## config.mk

```make
export PLATFORM = sky130hd
export DESIGN_NAME = fpn_div
export DESIGN_NICKNAME = d
export VERILOG_FILES = /design/src/assert_macros.svh /design/src/fpn_pkg.sv /design/src/fpn_div.sv
export SDC_FILE = /design/constraint.sdc
export NUM_CORES = 2
export LEC_CHECK = 0
export ABC_AREA = 1
export BUFFER_PORTS_ARGS = -buffer_cell sky130_fd_sc_hd__buf_4
export CAP_MARGIN = 20
export CORE_AREA = 3 3 366 368
export CTS_BUF_LIST = sky130_fd_sc_hd__clkbuf_8
export CTS_CLUSTER_DIAMETER = 150
export DETAILED_ROUTE_END_ITERATION = 12
export DIE_AREA = 0 0 369 371
export PLACE_DENSITY = 0.83
export RECOVER_POWER = 25
export SLEW_MARGIN = 20
export SYNTH_ARGS = -nofsm -noshare
export SYNTH_HDL_FRONTEND = slang
export SYNTH_SLANG_ARGS = --single-unit
```

## constraint.sdc

```tcl
create_clock -name clk -period 4.34 [get_ports clk]
set_input_delay 1.085 -clock clk [delete_from_list [all_inputs] [get_ports clk]]
set_output_delay 1.085 -clock clk [all_outputs]
set_load 0.02 [all_outputs]
```

## src/assert_macros.svh

```systemverilog
// ----------------------------------------------------------------------------
// assert_macros.svh
// concurrent assertion helpers shared by the noise block, empty in synthesis
// ----------------------------------------------------------------------------
`ifndef ASSERT_MACROS_SVH
`define ASSERT_MACROS_SVH
`ifndef SYNTHESIS
// property must hold at every clock edge outside reset
`define FPN_ASSERT(lbl, clk, rst, prop, msg) \
  lbl: assert property (@(posedge clk) disable iff (rst) prop) else $error(msg);
// expression must never be true outside reset
`define FPN_ASSERT_NEVER(lbl, clk, rst, expr, msg) \
  lbl: assert property (@(posedge clk) disable iff (rst) !(expr)) else $error(msg);
`else
`define FPN_ASSERT(lbl, clk, rst, prop, msg)
`define FPN_ASSERT_NEVER(lbl, clk, rst, expr, msg)
`endif
`endif

```

## src/fpn_pkg.sv

```systemverilog
// ----------------------------------------------------------------------------
// fpn_pkg
// shared widths, permutation rom, gradient function and types of the noise block
// ----------------------------------------------------------------------------
package fpn_pkg;

  localparam int COORD_W    = 32;
  localparam int Q_BITS     = 16;
  localparam int LAYER_W    = 19;
  localparam int GRAD_IN_W  = 18;
  localparam int FADE_W     = 17;
  localparam int AMP_W      = 17;
  localparam int PERS_W     = 16;
  localparam int PROD_W     = LAYER_W + AMP_W + 1;
  localparam int OCT_CFG_W  = 4;
  localparam int CFG_IDX_W  = 4;
  localparam int CFG_DATA_W = 16;
  localparam int OUT_W      = 16;
  localparam int QUOT_W     = 17;
  localparam int LAYER_LAT  = 10;
  localparam int DIV_LAT    = 2 + QUOT_W;

  localparam logic [CFG_IDX_W-1:0] REG_OCTAVE_COUNT = 4'd0;
  localparam logic [CFG_IDX_W-1:0] REG_PERSISTENCE  = 4'd1;

  localparam logic [OCT_CFG_W-1:0] OCT_RESET  = 4'd0;
  localparam logic [PERS_W-1:0]    PERS_RESET = 16'd32768;
  localparam logic [AMP_W-1:0]     AMP_ONE    = 17'd65536;

  typedef struct packed {
    logic [OCT_CFG_W-1:0] count;
    logic [PERS_W-1:0]    persistence;
  } oct_cfg_t;

  typedef struct packed {
    logic              neg;
    logic              ovf;
    logic [QUOT_W-1:0] quot;
  } div_res_t;

  localparam logic [7:0] PERM_ROM [256] = '{
    8'd151, 8'd160, 8'd137, 8'd91,  8'd90,  8'd15,  8'd131, 8'd13,
    8'd201, 8'd95,  8'd96,  8'd53,  8'd194, 8'd233, 8'd7,   8'd225,
    8'd140, 8'd36,  8'd103, 8'd30,  8'd69,  8'd142, 8'd8,   8'd99,
    8'd37,  8'd240, 8'd21,  8'd10,  8'd23,  8'd190, 8'd6,   8'd148,
    8'd247, 8'd120, 8'd234, 8'd75,  8'd0,   8'd26,  8'd197, 8'd62,
    8'd94,  8'd252, 8'd219, 8'd203, 8'd117, 8'd35,  8'd11,  8'd32,
    8'd57,  8'd177, 8'd33,  8'd88,  8'd237, 8'd149, 8'd56,  8'd87,
    8'd174, 8'd20,  8'd125, 8'd136, 8'd171, 8'd168, 8'd68,  8'd175,
    8'd74,  8'd165, 8'd71,  8'd134, 8'd139, 8'd48,  8'd27,  8'd166,
    8'd77,  8'd146, 8'd158, 8'd231, 8'd83,  8'd111, 8'd229, 8'd122,
    8'd60,  8'd211, 8'd133, 8'd230, 8'd220, 8'd105, 8'd92,  8'd41,
    8'd55,  8'd46,  8'd245, 8'd40,  8'd244, 8'd102, 8'd143, 8'd54,
    8'd65,  8'd25,  8'd63,  8'd161, 8'd1,   8'd216, 8'd80,  8'd73,
    8'd209, 8'd76,  8'd132, 8'd187, 8'd208, 8'd89,  8'd18,  8'd169,
    8'd200, 8'd196, 8'd135, 8'd130, 8'd116, 8'd188, 8'd159, 8'd86,
    8'd164, 8'd100, 8'd109, 8'd198, 8'd173, 8'd186, 8'd3,   8'd64,
    8'd52,  8'd217, 8'd226, 8'd250, 8'd124, 8'd123, 8'd5,   8'd202,
    8'd38,  8'd147, 8'd118, 8'd126, 8'd255, 8'd82,  8'd85,  8'd212,
    8'd207, 8'd206, 8'd59,  8'd227, 8'd47,  8'd16,  8'd58,  8'd17,
    8'd182, 8'd189, 8'd28,  8'd42,  8'd223, 8'd183, 8'd170, 8'd213,
    8'd119, 8'd248, 8'd152, 8'd2,   8'd44,  8'd154, 8'd163, 8'd70,
    8'd221, 8'd153, 8'd101, 8'd155, 8'd167, 8'd43,  8'd172, 8'd9,
    8'd129, 8'd22,  8'd39,  8'd253, 8'd19,  8'd98,  8'd108, 8'd110,
    8'd79,  8'd113, 8'd224, 8'd232, 8'd178, 8'd185, 8'd112, 8'd104,
    8'd218, 8'd246, 8'd97,  8'd228, 8'd251, 8'd34,  8'd242, 8'd193,
    8'd238, 8'd210, 8'd144, 8'd12,  8'd191, 8'd179, 8'd162, 8'd241,
    8'd81,  8'd51,  8'd145, 8'd235, 8'd249, 8'd14,  8'd239, 8'd107,
    8'd49,  8'd192, 8'd214, 8'd31,  8'd181, 8'd199, 8'd106, 8'd157,
    8'd184, 8'd84,  8'd204, 8'd176, 8'd115, 8'd121, 8'd50,  8'd45,
    8'd127, 8'd4,   8'd150, 8'd254, 8'd138, 8'd236, 8'd205, 8'd93,
    8'd222, 8'd114, 8'd67,  8'd29,  8'd24,  8'd72,  8'd243, 8'd141,
    8'd128, 8'd195, 8'd78,  8'd66,  8'd215, 8'd61,  8'd156, 8'd180
  };

  function automatic logic [7:0] perm(input logic [7:0] idx);
    return PERM_ROM[idx];
  endfunction

  // 12-direction gradient dotted with the corner offset
  function automatic logic signed [LAYER_W-1:0] grad(input logic [3:0] h,
                                                     input logic signed [GRAD_IN_W-1:0] x,
                                                     input logic signed [GRAD_IN_W-1:0] y,
                                                     input logic signed [GRAD_IN_W-1:0] z);
    logic signed [GRAD_IN_W-1:0] u;
    logic signed [GRAD_IN_W-1:0] v;
    logic signed [LAYER_W-1:0]   ue;
    logic signed [LAYER_W-1:0]   ve;
    u  = (h < 4'd8) ? x : y;
    v  = (h < 4'd4) ? y : ((h == 4'd12 || h == 4'd14) ? x : z);
    ue = {u[GRAD_IN_W-1], u};
    ve = {v[GRAD_IN_W-1], v};
    return (h[0] ? -ue : ue) + (h[1] ? -ve : ve);
  endfunction

endpackage

```

## src/fpn_div.sv

```systemverilog
// ----------------------------------------------------------------------------
// fpn_div
// pipelined restoring divider, one quotient bit per stage, saturation flag
// ----------------------------------------------------------------------------
module fpn_div
  import fpn_pkg::*;
#(
  parameter int TOT_W  = 41,
  parameter int MAXV_W = 21
) (
  input  logic                    clk,
  input  logic                    en,
  input  logic signed [TOT_W-1:0] total,
  input  logic [MAXV_W-1:0]       maxv,
  output div_res_t                res
);

  // magnitude of the dividend
  logic              neg_a;
  logic [TOT_W-1:0]  mag_a;
  logic [MAXV_W-1:0] d_a;

  always_ff @(posedge clk) begin
    if (en) begin
      neg_a <= total[TOT_W-1];
      mag_a <= total[TOT_W-1] ? (~total + TOT_W'(1)) : total;
      d_a   <= maxv;
    end
  end

  // quotient at or above the saturation limit
  logic              neg_o;
  logic              ovf_o;
  logic [TOT_W-1:0]  r_o;
  logic [MAXV_W-1:0] d_o;

  always_ff @(posedge clk) begin
    if (en) begin
      neg_o <= neg_a;
      ovf_o <= (mag_a >> QUOT_W) >= TOT_W'(d_a);
      r_o   <= mag_a;
      d_o   <= d_a;
    end
  end

  logic              neg_s [QUOT_W];
  logic              ovf_s [QUOT_W];
  logic [TOT_W-1:0]  r_s   [QUOT_W];
  logic [QUOT_W-1:0] q_s   [QUOT_W];
  logic [MAXV_W-1:0] d_s   [QUOT_W];

  for (genvar j = 0; j < QUOT_W; j++) begin : g_bit
    localparam int B = QUOT_W - 1 - j;
    logic              neg_in;
    logic              ovf_in;
    logic [TOT_W-1:0]  r_in;
    logic [QUOT_W-1:0] q_in;
    logic [MAXV_W-1:0] d_in;
    logic              fits;
    logic [QUOT_W-1:0] q_next;

    if (j == 0) begin : g_src
      assign neg_in = neg_o;
      assign ovf_in = ovf_o;
      assign r_in   = r_o;
      assign q_in   = '0;
      assign d_in   = d_o;
    end else begin : g_src
      assign neg_in = neg_s[j-1];
      assign ovf_in = ovf_s[j-1];
      assign r_in   = r_s[j-1];
      assign q_in   = q_s[j-1];
      assign d_in   = d_s[j-1];
    end

    assign fits = (r_in >> B) >= TOT_W'(d_in);

    always_comb begin
      q_next    = q_in;
      q_next[B] = fits;
    end

    always_ff @(posedge clk) begin
      if (en) begin
        neg_s[j] <= neg_in;
        ovf_s[j] <= ovf_in;
        r_s[j]   <= fits ? (r_in - (TOT_W'(d_in) << B)) : r_in;
        q_s[j]   <= q_next;
        d_s[j]   <= d_in;
      end
    end
  end

  assign res = '{neg: neg_s[QUOT_W-1], ovf: ovf_s[QUOT_W-1], quot: q_s[QUOT_W-1]};

endmodule
```

==> metrics.yaml <==
clock_network:
  cts_root_buf: "clkbuf_8"
  cts_buffers: 212
  clkTransAtPathRegs_ps: 60
  h-tree-depth: 4
  postCtsSetupBuffers: 0
  cts_sinks: 1306
  clk_latency_ps: 950
  cts_tree: "done"
  cts_buffer_depth: 3
  cts_hold_buf: 0
  post_cts_resized: 0
routing:
  avgRoutedWirePerCell_um: 19.9
  drt_wl_total_mm: 230
  viasPerCell: 5.53
  dr_total_vias: 64100
  drcViolationCount: 0
  drtIter0Drc: 7041
  antenna_left: 0
  firstDrtPassIters: 10
floorplanning:
  die_w_um: 369
  row_count: 133
  num_io_pins: 83
  die_h_um: 371
  design.core.area_mm2: 0.131
  dieArea_mm2: 0.137
  start_util: 0.598
synth:
  async_reset_ff_frac: 0
  synthTopCellsByCount: "2994 x nand2_1, 1610 x inv_1, 1306 x edfxtp_1"
  synth_edf_count: 1306
  syn_area_per_cell_um2: 8.35
  synth_top_area_share: 0.500
  synth_largest_area_cell: "edfxtp_1"
  synth.ff_latch_count: 1306
  synth_ff_type: "edfxtp_1"
  synth.most_common_cell: "nand2_1"
  synth_cell_types: 56
  syn_nets: 9858
  ys_warn_count: 0
  synthTopCellsByArea: "edfxtp_1 50%, nand2_1 14%, inv_1 7.7%, ha_1 6.0%, nor2_1 4.0%"
  syn_inst: 9399
  syn-cell-area_mm2: 0.0784
  ys_seq_area_frac: 0.500
critical_path:
  r2r_start: "d_s[0][252]"
  worstSetupEndpoint: "r_s[0][548]"
  critical_path_class: "register to register"
  crit_start: "d_s[0][252]"
  path_max_fanout: 34
  r2r_end: "r_s[0][548]"
  cp.arrival_ps: 3990
  required_ps: 5000
  reg2reg_depth: 12
  ff2ff_setup_slack_ps: 1020
  startpoint_type: "register"
  worst_setup_path_end_kind: "register"
run:
  maxCapViolations: 0
power_and_ir_drop:
  leakage_nw: 38.7
  ir_worst_vdd_mv: 0.382
  p_per_area_mw_per_mm2: 576
timing:
  setup_violations: 0
  fin_crit_ps: 3320
  rsz0062_at_grt: "false"
  max-slew-margin-rel: 0.0672
  fin_setup_tns_ps: 0
  fin_ws_ps: 1020
  post-route-period-util: 0.766
  drv_slew: 0
  fmax_mhz: 301
  tightest_slew_ps: 1400
  fin_skew_ps: 62.6
  hold_viol: 0
global_route:
  grt_max_degree: 105
  grt_overflow_total: 0
  grt_use_total: 0.333
  grt_antenna_before_repair: 5
  first_global_vias: 60900
  grt_pass1_wl_mm: 348
placement:
  dpl.hpwl_mm: 184
  place.port_buffers: 82
  place_congestion: 0.998
  place_area_mm2: 0.0811
  pre_cts_ws_ps: 1100
layout:
  syn_to_final_growth_pct: 8.85
  stdcell_area_mm2: 0.0854
  drive_gt1_frac: 0.0591
  fin_nets: 10100
  final_core_util: 0.651
outcome:
  status: "completed"
hold_path:
  hold_path.class: "primary input to register"
routing by layer:
metal	track usage	up-vias	share of wire
li1	-	31200	-
met1	0.428	29600	0.40
met2	0.560	2688	0.48
met3	0.0515	600	0.073
met4	0.147	2	0.048
met5	0	-	0.000035
flip-flops by register name, indices dropped and copies added, names as in the netlist:
| register | cells |
|---|---|
| g_bit.r_in | 41 |
| neg_a | 1 |
| neg_s | 17 |
| g_bit.neg_in | 1 |
| g_bit.ovf_in | 1 |
| d_o | 21 |
| ovf_s | 17 |
| d_a | 21 |
| mag_a | 41 |
| r_s | 656 |
| d_s | 336 |
| q_s | 153 |
layout by cell type, fill, tap and decap left out, drive strengths merged, types with 2 or more instances in the layout:
cell type	synthesis	layout
nor3	114	114
or2	15	15
xnor2	155	155
nand3	511	511
o211ai	5	5
clkinvlp	0	6
clkinv	0	92
o21ai	411	411
xor2	126	126
edfxtp	1306	1306
buf	80	109
bufinv	0	17
fa	16	16
nand3b	43	43
inv	1623	1676
nor4	23	23
o21a	9	9
ha	379	379
a21o	10	10
nor2b	2	2
a21boi	8	8
and3	7	7
o21bai	18	18
a21oi	456	456
and2	15	15
diode	0	4
clkbuf	5	235
nand2	3013	3013
a31oi	3	3
nor2	856	856
nand4	186	186
area by class of cell:
class	instances	area, um2
repair buffers	132	1150
diodes	4	10.0
well taps	1755	2200
clock buffers	212	2920
fillers	11100	45700
inverters	1623	6100
clock inverters	168	1370
multi-input cells	6385	32400
flip-flops and latches	1306	39200
worst max-delay path: stages, from the launching register on:
cell	delay, ps
edfxtp_1	510
ha_1	230
inv_1	90
fa_1	460
nand3_1	120
nand3_1	250
nand2_1	170
nand2_1	120
nand2_1	90
nand3_2	130
nor2_8	470
buf_4	320
o21ai_1	100
cell families (layout without fill, tap and decap cells):
logic type,count (synthesis),in the layout,synth area share
and+or+nand+nor,4787,4787,0.253
buffers and inverters,1708,2135,0.0868
DFF,1306,1306,0.500
AOI/OAI and AO/OA,922,922,0.0642
adders and majority gates,395,395,0.0645
xor gates and xnor gates,281,281,0.0314
other,0,4,0
report_power, final:
part	switching, W	internal, W	total (W)
Combinational	0.0129	0.00637	0.0192
Sequential	0.00200	0.0170	0.0190
Clock	0.00527	0.00569	0.0110
Total	0.0201	0.0291	0.0492
through the flow:
step	instances	hold slack [ps]	total power, W
final	11600	340	0.0492
after global routing	11600	276	0.0523
after CTS	11600	226	0.0491
after detailed placement	11200	405	0.0380
after global placement	11200	401	0.0378
after floorplan	9399	400	0.0317
worst min-delay path by stage:
stage,startpoint,slack (ps),cells past startpoint,to
global route,maxv[1],280,1,d_a[1]
global placement,mag_a[3],400,0,g_bit[0].r_in[3]
finish,maxv[19],340,1,d_a[19]
floorplan,neg_a,400,0,g_bit[0].neg_in
detailed placement,q_s[0][133],400,0,q_s[0][150]
CTS,maxv[19],230,1,d_a[19]
Note: power is estimated with default switching activity, not from simulation.
